$ cat src/rtl/core/dnsap_pkg.sv
package dnsap_pkg;

  // One byte of the message as it sits in the input register
  typedef struct packed {
    logic [7:0] data_byte;
    logic       last_byte;
  } in_word_t;

  // Parse outcome for the message that ends with the current byte
  typedef struct packed {
    logic        found;
    logic [31:0] address;
  } result_t;

  localparam logic [15:0] ExpectedIdReset = 16'hABCD;
  localparam logic [7:0]  QrMask          = 8'h80;
  localparam logic [7:0]  PtrMask         = 8'hC0;

  // Header byte positions
  localparam logic [3:0] HdrIdHi    = 4'd0;
  localparam logic [3:0] HdrIdLo    = 4'd1;
  localparam logic [3:0] HdrFlagsHi = 4'd2;
  localparam logic [3:0] HdrQdHi    = 4'd4;
  localparam logic [3:0] HdrQdLo    = 4'd5;
  localparam logic [3:0] HdrAnHi    = 4'd6;
  localparam logic [3:0] HdrAnLo    = 4'd7;
  localparam logic [3:0] HdrLast    = 4'd11;

  // Answer fixed-field byte positions
  localparam logic [3:0] AnsTypeHi = 4'd0;
  localparam logic [3:0] AnsTypeLo = 4'd1;
  localparam logic [3:0] AnsLenHi  = 4'd8;
  localparam logic [3:0] AnsLenLo  = 4'd9;

  localparam logic [7:0]  QuestionTailBytes = 8'd4;
  localparam logic [3:0]  AddrBytes         = 4'd4;
  localparam logic [15:0] TypeA             = 16'd1;
  localparam logic [15:0] Ipv4Len           = 16'd4;

endpackage

$ cat src/rtl/core/dnsap_in_stage.sv
module dnsap_in_stage (
  input  logic              clk_i,
  input  logic              rst_ni,
  input  logic              in_valid_i,
  output logic              in_stall_o,
  input  logic [7:0]        data_byte_i,
  input  logic              last_byte_i,
  input  logic              out_free_i,
  output dnsap_pkg::in_word_t word_o,
  output logic              consume_o
);
  import dnsap_pkg::*;

  logic     vld_q, vld_d;
  in_word_t word_q;
  logic     accept;

  // A non-last word never produces a result, so it always drains
  assign consume_o  = vld_q && (!word_q.last_byte || out_free_i);
  assign in_stall_o = vld_q && !consume_o;
  assign accept     = in_valid_i && !in_stall_o;
  assign word_o     = word_q;

  always_comb begin
    vld_d = vld_q;
    if (accept) begin
      vld_d = 1'b1;
    end else if (consume_o) begin
      vld_d = 1'b0;
    end
  end

  always_ff @(posedge clk_i or negedge rst_ni) begin
    if (!rst_ni) begin
      vld_q <= 1'b0;
    end else begin
      vld_q <= vld_d;
    end
  end

  always_ff @(posedge clk_i) begin
    if (accept) begin
      word_q.data_byte <= data_byte_i;
      word_q.last_byte <= last_byte_i;
    end
  end

endmodule

$ cat src/rtl/core/dnsap_core.sv
module dnsap_core (
  input  logic                clk_i,
  input  logic                rst_ni,
  input  logic                cfg_wr_en_i,
  input  logic [15:0]         cfg_wr_data_i,
  input  dnsap_pkg::in_word_t word_i,
  input  logic                consume_i,
  output dnsap_pkg::result_t  result_o
);
  import dnsap_pkg::*;

  localparam logic [3:0] PhHeader = 4'd0;
  localparam logic [3:0] PhName   = 4'd1;
  localparam logic [3:0] PhLabel  = 4'd2;
  localparam logic [3:0] PhPtr    = 4'd3;
  localparam logic [3:0] PhQfixed = 4'd4;
  localparam logic [3:0] PhAfixed = 4'd5;
  localparam logic [3:0] PhAddr   = 4'd6;
  localparam logic [3:0] PhFound  = 4'd7;
  localparam logic [3:0] PhIgnore = 4'd8;

  logic [15:0] expected_id_q;
  logic [3:0]  phase_q, phase_d;
  logic [3:0]  header_index_q, header_index_d;
  logic [7:0]  skip_count_q, skip_count_d;
  logic [15:0] questions_left_q, questions_left_d;
  logic        header_ok_q, header_ok_d;
  logic [15:0] record_type_q, record_type_d;
  logic [15:0] record_length_q, record_length_d;
  logic [31:0] addr_acc_q, addr_acc_d;
  logic [3:0]  field_index_q, field_index_d;
  logic [7:0]  b;
  logic        found;

  assign b = word_i.data_byte;

  always_comb begin
    phase_d          = phase_q;
    header_index_d   = header_index_q;
    skip_count_d     = skip_count_q;
    questions_left_d = questions_left_q;
    header_ok_d      = header_ok_q;
    record_type_d    = record_type_q;
    record_length_d  = record_length_q;
    addr_acc_d       = addr_acc_q;
    field_index_d    = field_index_q;

    case (phase_q)
      PhHeader: begin
        case (header_index_q)
          HdrIdHi: begin
            if (b != expected_id_q[15:8]) header_ok_d = 1'b0;
          end
          HdrIdLo: begin
            if (b != expected_id_q[7:0]) header_ok_d = 1'b0;
          end
          HdrFlagsHi: begin
            if ((b & QrMask) == 8'h00) header_ok_d = 1'b0;
          end
          HdrQdHi: questions_left_d = {b, 8'h00};
          HdrQdLo: questions_left_d = {questions_left_q[15:8], b};
          HdrAnHi: record_type_d = {8'h00, b};
          HdrAnLo: begin
            // answer count zero: high byte parked in record_type
            if (record_type_q == 16'h0000 && b == 8'h00) header_ok_d = 1'b0;
            record_type_d = 16'h0000;
          end
          default: ;
        endcase
        if (header_index_q >= HdrLast) begin
          header_index_d = 4'd0;
          phase_d        = header_ok_d ? PhName : PhIgnore;
        end else begin
          header_index_d = header_index_q + 4'd1;
        end
      end
      PhName, PhPtr: begin
        if (phase_q == PhName && b != 8'h00) begin
          if ((b & PtrMask) == PtrMask) begin
            phase_d = PhPtr;
          end else begin
            skip_count_d = b;
            phase_d      = PhLabel;
          end
        end else if (questions_left_q != 16'h0000) begin
          skip_count_d = QuestionTailBytes;
          phase_d      = PhQfixed;
        end else begin
          field_index_d = 4'd0;
          phase_d       = PhAfixed;
        end
      end
      PhLabel: begin
        skip_count_d = skip_count_q - 8'd1;
        if (skip_count_d == 8'd0) phase_d = PhName;
      end
      PhQfixed: begin
        skip_count_d = skip_count_q - 8'd1;
        if (skip_count_d == 8'd0) begin
          questions_left_d = questions_left_q - 16'd1;
          phase_d          = PhName;
        end
      end
      PhAfixed: begin
        case (field_index_q)
          AnsTypeHi: record_type_d   = {b, 8'h00};
          AnsTypeLo: record_type_d   = {record_type_q[15:8], b};
          AnsLenHi:  record_length_d = {b, 8'h00};
          AnsLenLo:  record_length_d = {record_length_q[15:8], b};
          default: ;
        endcase
        if (field_index_q >= AnsLenLo) begin
          field_index_d = 4'd0;
          addr_acc_d    = 32'h0;
          if (record_type_d == TypeA && record_length_d == Ipv4Len) begin
            phase_d = PhAddr;
          end else begin
            phase_d = PhIgnore;
          end
        end else begin
          field_index_d = field_index_q + 4'd1;
        end
      end
      PhAddr: begin
        addr_acc_d    = {addr_acc_q[23:0], b};
        field_index_d = field_index_q + 4'd1;
        if (field_index_d >= AddrBytes) phase_d = PhFound;
      end
      default: ;
    endcase

    found = (phase_d == PhFound);
    result_o.found   = found;
    result_o.address = found ? addr_acc_d : 32'h0;

    // Rearm for the next message
    if (word_i.last_byte) begin
      phase_d          = PhHeader;
      header_index_d   = 4'd0;
      skip_count_d     = 8'd0;
      questions_left_d = 16'h0;
      header_ok_d      = 1'b1;
      record_type_d    = 16'h0;
      record_length_d  = 16'h0;
      addr_acc_d       = 32'h0;
      field_index_d    = 4'd0;
    end
  end

  always_ff @(posedge clk_i or negedge rst_ni) begin
    if (!rst_ni) begin
      expected_id_q <= ExpectedIdReset;
    end else if (cfg_wr_en_i) begin
      expected_id_q <= cfg_wr_data_i;
    end
  end

  always_ff @(posedge clk_i or negedge rst_ni) begin
    if (!rst_ni) begin
      phase_q          <= PhHeader;
      header_index_q   <= 4'd0;
      skip_count_q     <= 8'd0;
      questions_left_q <= 16'h0;
      header_ok_q      <= 1'b1;
      record_type_q    <= 16'h0;
      record_length_q  <= 16'h0;
      addr_acc_q       <= 32'h0;
      field_index_q    <= 4'd0;
    end else if (consume_i) begin
      phase_q          <= phase_d;
      header_index_q   <= header_index_d;
      skip_count_q     <= skip_count_d;
      questions_left_q <= questions_left_d;
      header_ok_q      <= header_ok_d;
      record_type_q    <= record_type_d;
      record_length_q  <= record_length_d;
      addr_acc_q       <= addr_acc_d;
      field_index_q    <= field_index_d;
    end
  end

endmodule

$ cat src/rtl/core/dnsap_out_stage.sv
module dnsap_out_stage (
  input  logic               clk_i,
  input  logic               rst_ni,
  input  logic               load_i,
  input  dnsap_pkg::result_t result_i,
  output logic               out_free_o,
  output logic               out_valid_o,
  input  logic               out_stall_i,
  output logic               found_o,
  output logic [31:0]        address_o
);
  import dnsap_pkg::*;

  logic    vld_q, vld_d;
  result_t res_q;

  assign out_free_o  = !vld_q || !out_stall_i;
  assign out_valid_o = vld_q;
  assign found_o     = res_q.found;
  assign address_o   = res_q.address;

  always_comb begin
    vld_d = vld_q;
    if (load_i) begin
      vld_d = 1'b1;
    end else if (!out_stall_i) begin
      vld_d = 1'b0;
    end
  end

  always_ff @(posedge clk_i or negedge rst_ni) begin
    if (!rst_ni) begin
      vld_q <= 1'b0;
    end else begin
      vld_q <= vld_d;
    end
  end

  always_ff @(posedge clk_i) begin
    if (load_i) begin
      res_q <= result_i;
    end
  end

endmodule

$ cat src/rtl/core/dns_a_record_response_parser.sv
// A last word waits in the input register; its result then goes to the result register once that is free.
// Throughput: one message word per cycle; a word enters every cycle the input
// register drains, which it does unless a last word meets a held result.
// Reset (rst_ni low, asynchronous): parse state returns to the header phase,
// both stage valids clear and expected_id returns to 0xABCD.
module dns_a_record_response_parser (
  input  logic        clk_i,
  input  logic        rst_ni,
  input  logic        cfg_wr_en_i,
  input  logic [15:0] cfg_wr_data_i,
  input  logic        in_valid_i,
  output logic        in_stall_o,
  input  logic [7:0]  in_data_byte_i,
  input  logic        in_last_byte_i,
  output logic        out_valid_o,
  input  logic        out_stall_i,
  output logic        out_found_o,
  output logic [31:0] out_address_o
);
  import dnsap_pkg::*;

  // Word path: input register -> parse update -> result register.
  in_word_t word;
  result_t  result;
  logic     consume;
  logic     out_free;

  // Hold the incoming word; drain it into the parser when it can move.
  dnsap_in_stage u_in (
    .clk_i       (clk_i),
    .rst_ni      (rst_ni),
    .in_valid_i  (in_valid_i),
    .in_stall_o  (in_stall_o),
    .data_byte_i (in_data_byte_i),
    .last_byte_i (in_last_byte_i),
    .out_free_i  (out_free),
    .word_o      (word),
    .consume_o   (consume)
  );

  // Advance the message parse by one byte; the result is formed from the
  // updated state so the last byte itself counts toward the address.
  dnsap_core u_core (
    .clk_i         (clk_i),
    .rst_ni        (rst_ni),
    .cfg_wr_en_i   (cfg_wr_en_i),
    .cfg_wr_data_i (cfg_wr_data_i),
    .word_i        (word),
    .consume_i     (consume),
    .result_o      (result)
  );

  // Capture one result per message, on the last byte only.
  dnsap_out_stage u_out (
    .clk_i       (clk_i),
    .rst_ni      (rst_ni),
    .load_i      (consume && word.last_byte),
    .result_i    (result),
    .out_free_o  (out_free),
    .out_valid_o (out_valid_o),
    .out_stall_i (out_stall_i),
    .found_o     (out_found_o),
    .address_o   (out_address_o)
  );

endmodule

$ cat config.mk
export PLATFORM = sky130hd
export DESIGN_NAME = dns_a_record_response_parser
export DESIGN_NICKNAME = d
export VERILOG_FILES = /design/src/rtl/core/dnsap_pkg.sv /design/src/rtl/core/dnsap_in_stage.sv /design/src/rtl/core/dnsap_core.sv /design/src/rtl/core/dnsap_out_stage.sv /design/src/rtl/core/dns_a_record_response_parser.sv
export SDC_FILE = /design/constraint.sdc
export NUM_CORES = 1
export LEC_CHECK = 0
export ABC_AREA = 1
export BUFFER_PORTS_ARGS = -buffer_cell sky130_fd_sc_hd__buf_2
export CAP_MARGIN = 20
export CORE_MARGIN = 8
export CORE_UTILIZATION = 35
export CTS_CLUSTER_DIAMETER = 200
export DETAILED_ROUTE_END_ITERATION = 6
export PLACE_DENSITY = 0.53
export SYNTH_ARGS = -nofsm -noshare
export SYNTH_HDL_FRONTEND = slang
export SYNTH_SLANG_ARGS = --single-unit
$ cat constraint.sdc
create_clock -name clk_i -period 3.3 [get_ports clk_i]
set_input_delay 0.33 -clock clk_i [delete_from_list [all_inputs] [get_ports clk_i]]
set_output_delay 0.33 -clock clk_i [all_outputs]
set_load 0.02 [all_outputs]
After elaboration in Yosys (flattened, before gate mapping)
Index checks and enable logic that the tools add are counted.
Widths: inputs -> output; s select.
Storage, ports and cells
  register bits after elaboration: 161
  latch bits: 0
  RAM bits: 0
  ROM bits: 0
  input bits: 30
  output and inout port bits: 35
  logic and storage cells: 146
  memories: 0
Operators by class
  add/subtract/negate cells: 4
  $mul: 0
  div/mod/pow operators: 0
  order comparisons: 3
  equality and inequality tests: 31
  shifts and indexed selects: 0
  mux-type cells: 52
  bitwise operators: 0
  reductions and logical operators: 39
Operator list (number)
  $pmux 16 s2: 6
  $mux 16: 7
  $mux 32: 2
  $pmux 32 s2: 1
  $mux 4: 15
  $eq 4x3->1 const B: 8
  $mux 8: 4
  $logic_not 8->1: 3
  $pmux 4 s5: 1
  $eq 16x1->1 const B: 1
  $eq 16x3->1 const B: 1
  $logic_not 16->1: 1
  $ne 8x8->1: 2
  $pmux 8 s2: 1
  $reduce_bool 16->1: 1
  $sub 16x1->16 const B: 1
  $mux 1: 13
  $eq 4x1->1 const B: 3
  $eq 4x2->1 const B: 3
  $logic_not 4->1: 3
  $ne 3x3->1 const B: 4
  $ne 4x4->1 const B: 3
  $pmux 4 s3: 1
  $reduce_and 4->1: 3
  21 further kinds: 41

Longest topological paths before layout
Gate-level depths: netlist of run 1.
  word-level depth: 9
  gate-level depth with buffers: 19
  mapped depth without buffers: 17

By module
Synthesis of run 1 repeated with hierarchy kept, for this count alone.
Second synthesis, totals
  cell total of the unflattened synthesis: 1074
  area, all modules: 8827.2 µm²
Modules (own cells, without submodules)
  dnsap_core: times used 1, cells each 1016, area an instance 7450.9 µm², sequential area each 2941.6 µm²
  dnsap_out_stage: times used 1, cells each 37, area an instance 1032.2 µm², sequential area each 1016.0 µm²
  dnsap_in_stage: times used 1, cells each 19, area an instance 336.6 µm², sequential area each 295.3 µm²
  dns_a_record_response_parser: times used 1, cells each 2, area an instance 7.5 µm², sequential area each 0.0 µm²

Least setup slack after synthesis of run 1
OpenSTA, ideal clock, no wires.
  path type: register -> register
  start point: reg u_core.field_index_q[0]
  end point: reg u_out.res_q, in the netlist u_out.address_o[10], data pin
  library setup time: 259 ps
  data arrival time: 2278 ps
  required time: 3041 ps
  setup slack: 762 ps
  stages on the path, launching flop included: 17
  buffers on the path: 1
  period minus slack after synthesis: 2538 ps
  cells stage by stage: dfrtp_1 > inv_1 > ha_1 > nor3b_1 > nand2_1 > nand2_1 > nor2_1 > and2_0 > nand2_1 > nor2_2 > nand2_1 > nand2_1 > nand3_1 > nand2_1 > nand3_2 > buf_6 > nor2_2
Between the ends
  word-level cells in the longest chain between the ends: 9
  elaborated cells on any way between the ends: 21
  those cells by class: add/sub (1); order compare (2); eq/ne (6); mux (10); reduce/logical (2)
Ends and longest elaborated chain
  from (decl): line dnsap_core.sv:31  | logic [3:0] field_index_q, field_index_d;
  from (signal assigned): line dnsap_core.sv:178  | field_index_q <= field_index_d;
  $eq 4x1->1 (tied with other cells): line dnsap_core.sv:105  | case (field_index_q)
  $pmux 16 s2: line dnsap_core.sv:105
  $mux 16: line dnsap_core.sv:48  | case (phase_q)
  $eq 16x1->1 / $eq 16x3->1 (equally long branches): line dnsap_core.sv:115  | if (record_type_d == TypeA && record_length_d == Ipv4Len) begin
  $logic_and 1x1->1: line dnsap_core.sv:115
  $mux 4: line dnsap_core.sv:115
  $mux 4: line dnsap_core.sv:112  | if (field_index_q >= AnsLenLo) begin
  $pmux 4 s5: line dnsap_core.sv:48
  $eq 4x3->1: line dnsap_core.sv:132  | found = (phase_d == PhFound);
  to (signal assigned): line dnsap_out_stage.sv:41  | res_q <= result_i;
  to (decl): line dnsap_out_stage.sv:15  | result_t res_q;
Several ways; a longest one is shown, not always the timed one. The select of a mux whose other input is x is not followed.
A chain may end at the register's enable or synchronous reset.

Worst setup path after layout of run 1
  start point: reg u_core.field_index_q[0]
  end point: reg u_out.res_q, in the netlist u_out.address_o[0], data pin
The elaborated chain is that of the path after synthesis.

==> results of run 1 <==
## final cells by class
cell class | instances | area (um^2) | share of cell area, %
Inverter | 121 | 457 | 4.56
Timing Repair Buffer | 97 | 598 | 5.97
Clock buffer | 17 | 425 | 4.24
Clock inverter | 15 | 199 | 1.98
Sequential cell | 161 | 4250 | 42.4
Multi-Input combinational cell | 725 | 3690 | 36.8
Tap cell | 324 | 405 | 4.04
## stage by stage
stage	power (mW)	area, um^2	instances	hold slack (ns)
CTS	6.38	10000	1460	0.0486
global route	6.75	10000	1460	0.0490
detailed placement	4.30	9390	1427	0.361
global placement	4.30	9390	1427	0.358
floorplan	3.79	8580	1048	0.0344
finish	6.34	10000	1460	0.0720
## synthesized netlist by cell type, drive strengths merged (13+ instances only)
cell type,instances
nand4,13
dfrtp,108
nand3,60
o21ai,128
o22ai,31
nor2,137
nand2,232
clkbuf,31
nor3,15
edfxtp,42
a22oi,32
inv,119
a21oi,25
## where the power goes
group	internal [mW]	total [mW]	switching (mW)
clock network	1.05	2.05	1.01
registers	2.29	2.49	0.205
logic	0.603	1.79	1.19
## worst max-delay path: cells and delay by family (launching register included)
family | cells | cell delay (ns)
DFF | 1 | 0.41
adders and majority gates | 1 | 0.33
and+or+nand+nor | 14 | 1.68
buffers and inverters | 2 | 0.31
## registers in the layout, summed over array words and instances, names as in the netlist, 4 cells and up
register,cells
u_core.addr_acc_q,32
u_core.expected_id_q,16
u_core.field_index_q,4
u_core.header_index_q,4
u_core.phase_q,4
u_core.questions_left_q,16
u_core.record_length_q,16
u_core.record_type_q,16
u_core.skip_count_q,8
u_in.word_o,9
u_out.address_o,32
## how the worst max path moves through the flow
stage / endpoint / start / cells after the start / slack [ns]
2_1_floorplan: u_out.address_o[10] / u_core.field_index_q[0] / 16 / 0.76
3_3_place_gp: u_out.address_o[0] / u_core.field_index_q[0] / 17 / 0.50
3_5_place_dp: u_out.address_o[19] / u_core.field_index_q[0] / 17 / 0.42
4_1_cts: u_out.address_o[19] / u_core.field_index_q[0] / 17 / 0.40
5_1_grt: u_out.address_o[2] / u_core.field_index_q[0] / 17 / 0.11
6_report: u_out.address_o[0] / u_core.field_index_q[0] / 17 / 0.41
## what timing repair did
action,CTS,global route
hold buffers,1,0
setup endpoints to repair,0,0
hold endpoints to repair,30,0
## placed cells by master (no fill, tap or decap), types with 7 or more instances in the layout
cell type  instances
o22ai_1           31
nand2_1          232
xor2_1             7
nand4_1           13
nor2_1            97
a21oi_1           24
ha_1              11
o21ai_0          125
clkbuf_16         17
edfxtp_1          42
xnor2_1            7
buf_2             63
a22oi_1           32
dfstp_2           11
nand3_1           57
nor2_2            39
inv_1            116
buf_4             31
nor3_1            13
dfrtp_1          108
## cells by family after synthesis
group	Yosys count
adder cells (fa/ha/maj)	11
flip-flops	161
XOR/XNOR	14
multiplexers	6
AND/OR/NAND/NOR	460
buffers and inverters	162
AO/OA/AOI/OAI	234
## routing by layer
| metal | part of all wire, % | vias to the layer above | GRT usage [%] | routed length, um |
|---|---|---|---|---|
| li1 | - | 3662 | - | - |
| met1 | 48 | 3543 | 22.1 | 11500 |
| met2 | 47 | 171 | 26.7 | 11200 |
| met3 | 4.6 | 15 | 2.81 | 1120 |
| met4 | 1.1 | 0 | 3.91 | 263 |
| met5 | 0 | - | 0 | 0 |
==> summary.md, run 1 <==
| Metric | Value |
|---|---|
| Routed wire per std cell | around 16 um |
| CP max FO | 33 |
| Rel. slew slack | a little over half |
| Fmax | between 300 and 400 MHz |
| Final nets | 1164 |
| Outcome | complete, no violations |
| RSZ-0062 raised after global routing | false |
| Setup ws final | about 0.41 ns |
| Skew final | 0.0234 ns |
| GP Congestion | 0.892 |
| Hold Path Class | in -> reg |
| Post-Synth Simple-Gate Area | a little under a quarter |
| Critical path type | reg -> reg |
| Mapped Avg Cell Area | 8.19 um^2 |
| FF-to-FF End | u_out.address_o[0] |
| CP required | 3.60 ns |
| Syn Nets | 1089 |
| PortBufs | 64 |
| CP Cell Sequence | inv_1, ha_1, nand3_4, nor2_2, nor2_1, nor2_2, nand2_1, nor2_1, nand2_1, nor2_2, nand3_1, nand2_1, nand2_1, nor2_2, nand3_2, buf_12, nor2_1 |
| Final ANT Viol Nets | 0 |
| Synthesized cell area | 8580 um^2 |
| Post-synthesis xor/xnor area fraction | 1.43% |
| Layout overhead on the synthesized area | 16.8% |
| Root buffer cell | clkbuf_16 |
| Critical path startpoint category | flop |
| Initial antenna violation count | 0 |
| Pre-antenna DRT Iters | 5 |
| # diodes | 0 |
| Post-Synth Adder-Cell Area | roughly 1.6% |
| Clock Pin Slew Worst Setup and Hold Paths | 0.08 ns |
| Yosys top cell area share | a little under a third |
| CTS tree | yes |
| Die Y | approximately 170 um |
| # rows | between 50 and 60 |
| Peak VDD IR | 301 uV |
| Share of layout cells above drive strength 1 | approximately 17% |
| R2R setup slack | between 0.4 and 0.5 ns |
| Crit. End Element | flop |
| H-tree Lvls | 4 |
| Global Route Usage Sum | ~16% |
| Setup tns final | 0 ns |
| Complex-gate fraction of the synthesized area | 15.7% |
| Vias per cell | 5.06 |
| Vias in the first global route | about 7300 |
| Post-synthesis mux area share | less than 1% |
| Total gr overflow | 0 |
| PwrDens | 632 nW/um^2 |
| Final wirelength | between 20 and 25 mm |
| Final Hold Fails | 0 |
| Min-delay src | in_data_byte_i[2] |
| Worst-Margin Slew | roughly 0.70 ns |
| Hold endpoint | u_in.word_o[3] |
| Slowest stage delay, CP | 0.41 ns |
| Ranking of synthesized cells by area | dfrtp_1 31%, edfxtp_1 15%, nand2_1 10%, o21ai_0 7.3%, inv_1 5.1% |
| Fin crit share | 87.6% |
| Seq/Total Area, Yosys | approximately half |
| Core Util, Final | between 40% and 50% |
| Postcts setup bufs | 0 |
| Max_cap viols | 0 |
| Synth unique cells | 45 |
| Die area | 29800 um^2 |
| Total CTS buffers | 17 |
| First-pass GRT wire length | approximately 40 mm |
| Worst-Skew Late Latency | between 0.4 and 0.5 ns |
| Fill cells | between 2000 and 2500 |
| Worst reg2reg path depth | 17 |
| CORE AREA | roughly 24000 um^2 |
| Crit-path slowest cell | dfrtp_1 |
| Post-CTS sizing | 0 |
| Cells after Synth | 1048 |
| DRT iter0 DRCs | a little over 600 |
| Main flop type after synthesis | dfrtp_1 |
| Clock sinks | between 150 and 200 |
| DP HPWL | 16.9 mm |
| Crit path time final | just under 3 ns |
| Max clock buf depth | 2 |
| Post-synth EDFFs | 42 |
| Num ports | 65 |
| Number of synthesis warnings | 0 |
| Final setup vio count | 0 |
| Max Transition Viols Final | 0 |
| Top cell type by total area after synthesis | dfrtp_1 |
| LEAKAGE | 4.44 nW |
| Arrival time worst endpoint | roughly 3.2 ns |
| Flops & latches, synth | 161 |
| Largest net degree at the start of global routing | between 50 and 60 |
| Synth async-reset ratio | ~74% |
| Pre-CTS setup slack | about 0.42 ns |
| DR vias | 7391 |
| Reg-to-reg startpoint | u_core.field_index_q[0] |
| Starting Density | approximately 35% |
| Main combinational cell family by area after synthesis | simple AND/OR/NAND/NOR gates |
| Remaining DRCs | 0 |
| Worst Hold Depth | 1 |
| Die Wd | approximately 170 um |
(Power assumes the default switching activity.)
==> run 2: changes to the inputs <==
--- a/config.mk
+++ b/config.mk
@@ -12,6 +12,7 @@
 export CORE_UTILIZATION = 35
 export CTS_CLUSTER_DIAMETER = 200
 export DETAILED_ROUTE_END_ITERATION = 6
+export MAX_ROUTING_LAYER = met4
 export PLACE_DENSITY = 0.53
 export SYNTH_ARGS = -nofsm -noshare
 export SYNTH_HDL_FRONTEND = slang
==> run 2 against run 1 <==
Hold slack lost 0.010 ns. Combinational power is essentially flat. Critical path type unchanged. Sequential power is essentially flat. First-iteration DRC count grew 12%. Via count is essentially flat. Critical path depth is the same. Final area shrank 0.35%. Largest power group unchanged. Total power shrank 1.2%. Die area is the same. Clock skew shrank 0.0084 ns. Maximum frequency shrank 2.6%.
==> summary.md, run 2 (synthesis results as in run 1) <==
| Metric | Value |
|---|---|
| Clock Pin Slew Worst Setup and Hold Paths | 0.08 ns (about the same) |
| Most frequent cells in the layout | 232 x nand2_1, 125 x o21ai_0, 116 x inv_1 |
| Worst-Skew Late Latency | 0.45 ns (about the same) |
| Area of the multi-input gates | 3690 um^2 (+0.14%) |
| Commonest non-fill, non-tap cell in the layout | nand2_1 |
| Num ports | 65 (unchanged) |
| Slowest stage delay, CP | 0.46 ns (+0.05 ns) |
| Root buffer cell | clkbuf_16 |
| Final Hold Fails | 0 (unchanged) |
| Reg-to-reg startpoint | u_core.field_index_q[1] |
| Max_cap viols | 0 (unchanged) |
| Setup tns final | 0 ns (unchanged) |
| Placed cell areas | 9390 um^2 (unchanged) |
| Largest net degree at the start of global routing | 49 (-11%) |
| CP max FO | 33 (unchanged) |
| CP required | 3.50 ns (-0.10 ns) |
| Routed wire per std cell | 16.6 um (+0.84%) |
| CP Cell Sequence | inv_1, ha_1, inv_1, nor3_1, nand2_1, nand2_1, nor2_1, and2_0, nand2_1, nor2_2, nand2_1, nand2_1, nand3_1, nand2_1, nand3_2, buf_12, nor2_1 |
| Global Route Usage Sum | 16.8% (+0.47 points) |
| Fin crit share | 89.9% (+2.3 points) |
| Final setup vio count | 0 (unchanged) |
| Hold Path Class | in -> reg |
| Pre-CTS setup slack | 0.372 ns (-0.0506 ns) |
| R2R setup slack | 0.33 ns (-0.08 ns) |
| Max clock buf depth | 2 (unchanged) |
| Fill cells | 2427 (+0.21%) |
| RSZ-0062 raised after global routing | false |
| CTS tree | yes |
| Hold endpoint | u_in.word_o[6] |
| Layout overhead on the synthesized area | 16.4% |
| Crit. End Element | flop |
| Total CTS buffers | 17 (unchanged) |
| Fmax | 337 MHz (-2.6%) |
| Die area | 29800 um^2 (unchanged) |
| DR vias | 7389 (-0.027%) |
| Share of layout cells above drive strength 1 | 17.3% (unchanged) |
| H-tree Lvls | 4 (unchanged) |
| Vias in the first global route | 7092 (-3.2%) |
| Postcts setup bufs | 0 (unchanged) |
| Worst-Margin Slew | 0.699 ns (-0.00383 ns) |
| Peak VDD IR | 331 uV (+10%) |
| CORE AREA | 24200 um^2 (unchanged) |
| Pre-antenna DRT Iters | 6 (+1) |
| GP Congestion | 0.906 (+1.5%) |
| FF-to-FF End | u_out.address_o[0] |
| Final nets | 1164 (unchanged) |
| Critical path startpoint category | flop |
| Vias per cell | 5.06 (about the same) |
| # diodes | 0 (unchanged) |
| Clock sinks | 161 (unchanged) |
| PnR Total Power | 6.26 mW (-1.2%) |
| # rows | 57 (unchanged) |
| CP top delay family | simple AND/OR/NAND/NOR gates |
| LEAKAGE | 4.42 nW (-0.43%) |
| WP buf/inv | 3 (+1) |
| Remaining DRCs | 0 (unchanged) |
| Arrival time worst endpoint | 3.16 ns (-0.03 ns) |
| Fin area | 9990 um^2 (-0.35%) |
| Min-delay src | in_data_byte_i[5] |
| Max Transition Viols Final | 0 (unchanged) |
| PwrDens | 627 nW/um^2 (-0.83%) |
| Worst reg2reg path depth | 17 (unchanged) |
| DRT iter0 DRCs | 694 (+12%) |
| Outcome | complete, no violations |
| Crit-path slowest cell | nor3_1 |
| First-pass GRT wire length | 39.2 mm (-1.1%) |
| Most used cell, CP | nand2_1 |
| Die Wd | 173 um (unchanged) |
| Crit path time final | 2.97 ns (+0.0771 ns) |
| Setup ws final | 0.332 ns (-0.0771 ns) |
| Final wirelength | 24.3 mm (+0.84%) |
| Initial antenna violation count | 0 (unchanged) |
| Worst Hold Depth | 1 (unchanged) |
| Register area | 4250 um^2 (unchanged) |
| PortBufs | 64 (unchanged) |
| DP HPWL | 17.0 mm (+0.16%) |
| Total gr overflow | 0 (unchanged) |
| Rel. slew slack | 53.2% (+0.26 points) |
| Critical path type | reg -> reg |
| Skew final | 0.0150 ns (-0.00838 ns) |
| Starting Density | 35.5% (unchanged) |
| Final ANT Viol Nets | 0 (unchanged) |
| Die Y | 173 um (unchanged) |
==> run 2: cell types whose count changed in the layout (fill, tap and decap cells not counted) <==
cell | before | now
clkinv_4 | 1 | 2
clkinv_8 | 6 | 2
clkinvlp_4 | 0 | 2
inv_12 | 2 | 0
inv_8 | 3 | 6
nor2_2 | 39 | 38
nor2_4 | 1 | 2
==> run 2: worst max-delay path by stage <==
stage                       startpoint                   to  slack (ns)  cells past startpoint
2_1_floorplan  u_core.field_index_q[0]  u_out.address_o[10]        0.76                     16
3_3_place_gp   u_core.field_index_q[0]   u_out.address_o[0]        0.48                     17
3_5_place_dp   u_core.field_index_q[0]   u_out.address_o[0]        0.37                     17
4_1_cts        u_core.field_index_q[0]   u_out.address_o[0]        0.35                     17
5_1_grt        u_core.field_index_q[0]   u_out.address_o[0]        0.04                     17
6_report       u_core.field_index_q[1]   u_out.address_o[0]        0.33                     17
==> run 2: layout make-up <==
type | instances | share of cell area, %
inverters | 121 | 4.57
flip-flops and latches | 161 | 42.6
multi-input cells | 725 | 37.0
well taps | 324 | 4.06
clock inverters | 15 | 1.59
clock buffers | 17 | 4.26
repair buffers | 97 | 5.99
==> run 2: timing repair <==
item | CTS | global route
setup endpoints to repair | 0 | 10
endpoints found under the hold margin | 36 | 0
gates resized for setup | 0 | 1
hold buffers | 1 | 0
==> run 2: metal layers <==
layer | up-vias | part of all wire (%) | global-route usage, %
li1 | 3647 | - | -
met1 | 3472 | 47 | 22.6
met2 | 238 | 45 | 25.2
met3 | 32 | 6.1 | 3.38
met4 | 0 | 1.7 | 5.00
met5 | - | 0 | -
==> run 2: worst register-to-register path, cell delays in order, from the launching register on <==
cell and delay, ns:
dfrtp_1 0.40, inv_1 0.11, ha_1 0.42, inv_1 0.13
nor3_1 0.46, nand2_1 0.10, nand2_1 0.09, nor2_1 0.05
and2_0 0.14, nand2_1 0.07, nor2_2 0.06, nand2_1 0.05
nand2_1 0.05, nand3_1 0.06, nand2_1 0.08, nand3_2 0.10
buf_12 0.22, nor2_1 0.13
==> run 2: power breakdown <==
part	switching [mW]	total [mW]	internal (mW)
clock network	0.970	1.99	1.01
logic	1.18	1.79	0.603
registers	0.203	2.49	2.29
total	2.36	6.26	3.91
==> run 2: per-stage QoR <==
| step | instances | util [%] | hold slack, ns |
|---|---|---|---|
| 6_report | 1460 | 41.3 | 0.0619 |
| 5_1_grt | 1460 | 41.3 | 0.0491 |
| 4_1_cts | 1460 | 41.3 | 0.0510 |
| 3_5_place_dp | 1427 | 38.8 | 0.408 |
| 3_3_place_gp | 1427 | 38.8 | 0.411 |
| 2_1_floorplan | 1048 | - | 0.0344 |
==> run 3: changes to the inputs <==
--- a/config.mk
+++ b/config.mk
@@ -5,7 +5,6 @@
 export SDC_FILE = /design/constraint.sdc
 export NUM_CORES = 1
 export LEC_CHECK = 0
-export ABC_AREA = 1
 export BUFFER_PORTS_ARGS = -buffer_cell sky130_fd_sc_hd__buf_2
 export CAP_MARGIN = 20
 export CORE_MARGIN = 8
==> run 3 against run 2 <==
Final area rose by 0.38%. Non-clock buffer count grew 12. Routed wire length down 2.1%. Register-to-register slack lost 0.099 ns. Critical endpoint is now u_core.phase_q[3]. Area after synthesis shrank 0.55%. Count of clock-buffer cells in the layout unchanged. Setup slack lost 0.099 ns. Clock power up 3%.
==> summary.md, run 3 <==
| Metric | Value |
|---|---|
| Starting Density | 35.4% (-0.092 points) |
| Max Transition Viols Final | 0 (unchanged) |
| Final setup vio count | 0 (unchanged) |
| Non-Filler Instances | 1234 (-15%) |
| Final ANT Viol Nets | 0 (unchanged) |
| Die area | 29600 um^2 (-0.50%) |
| Final wirelength | 23.8 mm (-2.1%) |
| PnR Total Power | 5.32 mW (-15%) |
| Post-synth EDFFs | 42 (unchanged) |
| Pre-CTS setup slack | 0.237 ns (-0.135 ns) |
| GP Congestion | 0.891 (-1.7%) |
| LEAKAGE | 4.14 nW (-6.3%) |
| Total CTS buffers | 17 (unchanged) |
| Placed cell areas | 9400 um^2 (about the same) |
| Synth top cells by count | 108 x dfrtp_1, 66 x nor2_1, 61 x a22o_1 |
| Most frequent cell after synthesis | dfrtp_1 |
| Worst-Skew Late Latency | 0.43 ns (-0.02 ns) |
| Share of layout cells above drive strength 1 | 23.5% (+6.3 points) |
| Ranking of synthesized cells by area | dfrtp_1 32%, edfxtp_1 15%, a22o_1 6.3%, a21oi_1 3.5%, nor3_2 3.4% |
| Outcome | complete, no violations |
| Routed wire per std cell | 19.3 um (+16%) |
| Rel. slew slack | 34.3% (-19 points) |
| CP Cell Sequence | inv_1, ha_1, nor2_2, or3_1, a221o_1, or4_1, or4_1, and3_1, a221o_1 |
| Vias per cell | 5.56 (+9.9%) |
| Final Hold Fails | 0 (unchanged) |
| Remaining DRCs | 0 (unchanged) |
| Arrival time worst endpoint | 3.38 ns (+0.22 ns) |
| Skew final | 0.0131 ns (-0.00191 ns) |
| CORE AREA | 24100 um^2 (-0.29%) |
| Setup tns final | 0 ns (unchanged) |
| Fmax | 326 MHz (-3.2%) |
| Num ports | 65 (unchanged) |
| Critical path type | reg -> reg |
| Worst reg2reg path depth | 9 (-8) |
| H-tree Lvls | 4 (unchanged) |
| Max_cap viols | 0 (unchanged) |
| # rows | 57 (unchanged) |
| DP HPWL | 15.9 mm (-6.0%) |
| Max clock buf depth | 2 (unchanged) |
| Cells after Synth | 831 (-21%) |
| Dpl cells | 1201 (-16%) |
| DR vias | 6863 (-7.1%) |
| Largest net degree at the start of global routing | 50 (+2.0%) |
| Slowest stage delay, CP | 0.50 ns (+0.04 ns) |
| Hold Path Class | in -> reg |
| PortBufs | 64 (unchanged) |
| First-pass GRT wire length | 38.2 mm (-2.5%) |
| Flops & latches, synth | 161 (unchanged) |
| Top cell type by total area after synthesis | dfrtp_1 |
| Final nets | 938 (-19%) |
| Global Route Usage Sum | 16.9% (+0.13 points) |
| Die Y | 172 um (-0.25%) |
| Setup ws final | 0.233 ns (-0.0992 ns) |
| Initial antenna violation count | 0 (unchanged) |
| Most frequent cells in the layout | 108 x dfrtp_1, 65 x nor2_1, 63 x buf_2 |
| Number of synthesis warnings | 0 (unchanged) |
| Synth unique cells | 73 (+62%) |
| CP required | 3.61 ns (+0.11 ns) |
| CP max FO | 5 (-85%) |
| Synthesized cell area | 8530 um^2 (-0.55%) |
| Syn Nets | 872 (-20%) |
| Crit path time final | 3.07 ns (+0.0992 ns) |
| Worst Hold Depth | 1 (unchanged) |
| Commonest non-fill, non-tap cell in the layout | dfrtp_1 |
| Crit. End Element | flop |
| Peak VDD IR | 305 uV (-8.0%) |
| Clock sinks | 161 (unchanged) |
| Die Wd | 172 um (-0.25%) |
| Yosys top cell area share | 31.7% (+0.18 points) |
| Seq/Total Area, Yosys | 49.8% (+0.28 points) |
| Crit-path slowest cell | or4_1 |
| DRT iter0 DRCs | 531 (-23%) |
| Worst-Margin Slew | 0.977 ns (+0.278 ns) |
| Root buffer cell | clkbuf_16 |
| RSZ-0062 raised after global routing | false |
| Fin area | 10000 um^2 (+0.38%) |
| Main flop type after synthesis | dfrtp_1 |
| Synth async-reset ratio | 73.9% (unchanged) |
| Layout overhead on the synthesized area | 17.5% |
| PwrDens | 531 nW/um^2 (-15%) |
| Vias in the first global route | 6789 (-4.3%) |
| Mapped Avg Cell Area | 10.3 um^2 (+25%) |
| Fin crit share | 92.9% (+3.0 points) |
| # diodes | 0 (unchanged) |
| Pre-antenna DRT Iters | 5 (-1) |
| Critical path startpoint category | flop |
| Total gr overflow | 0 (unchanged) |
| Clock Pin Slew Worst Setup and Hold Paths | 0.07 ns (about the same) |
| CTS tree | yes |
## run 3: cell count changes after synthesis, sizes merged, moves of 35 or more
cell / before / now
nor2: 137 / 67
nand3: 60 / 6
inv: 119 / 13
a22o: 0 / 61
nand2: 232 / 39
and3: 0 / 37
o21ai: 128 / 62
a21oi: 25 / 60
## run 3: metal layers
| layer | track usage, % | vias up | wire length, um |
|---|---|---|---|
| met5 | - | - | 0 |
| met4 | 5.10 | 0 | 331 |
| met3 | 2.51 | 23 | 1010 |
| met2 | 25.6 | 190 | 11100 |
| met1 | 23.1 | 3388 | 11300 |
| li1 | - | 3262 | - |
## run 3: cells by family (layout without fill, tap and decap cells)
family | after synthesis | after routing | share of synthesized area (%)
multiplexers | 18 | 18 | 2.38
AND/OR/NAND/NOR | 282 | 282 | 19.4
AO/OA/AOI/OAI | 263 | 263 | 20.9
XOR/XNOR | 21 | 21 | 2.16
buffers and inverters | 75 | 154 | 3.75
adder cells (fa/ha/maj) | 11 | 11 | 1.61
flip-flops | 161 | 161 | 49.8
## run 3: power by group
group	total, mW	switching, mW	internal [mW]
logic	0.981	0.586	0.395
registers	2.30	0.118	2.18
clock network	2.05	0.956	1.09
## run 3: final timing paths
path	startpoint	end	slack (ns)
max	u_core.field_index_q[0]	u_core.phase_q[3]	0.23
min	in_data_byte_i[4]	u_in.word_o[5]	0.07
max reg2reg	u_core.field_index_q[0]	u_core.phase_q[3]	0.23
min reg2reg	u_core.record_length_q[3]	u_core.record_length_q[3]	0.49
max in group asynchronous	rst_ni	u_core.expected_id_q[2]	1.99
min in group asynchronous	rst_ni	u_core.record_length_q[2]	0.46
## run 3: final cells by class
type	count	area, um^2
Timing Repair Buffer	109	688
Tap cell	324	405
Clock inverter	15	188
Multi-Input combinational cell	595	4020
Inverter	13	48.8
Fill cell	2434	14100
Sequential cell	161	4250
Clock buffer	17	425
## run 3: timing repair
item                                    4_1_cts  5_1_grt
hold buffers                                  1        0
gates resized for setup                       0        2
endpoints found under the setup margin        0        2
setup buffers                                 0        0
endpoints found under the hold margin        40        0
## run 3: critical path, delay by kind of cell, from the launching register on
kind	cells	cell delay, ns
simple gates	5	1.58
compound gates	2	0.61
buf+inv	1	0.12
fa+ha+maj	1	0.21
flops	1	0.42
## run 3: metrics by stage
| stage | hold WS (ns) | utilization [%] |
|---|---|---|
| finish | 0.0684 | 41.6 |
| CTS | 0.0537 | 41.6 |
| global placement | 0.409 | 39.0 |
| detailed placement | 0.408 | 39.0 |
| floorplan | 0.0344 | - |
| global route | 0.0590 | 41.6 |
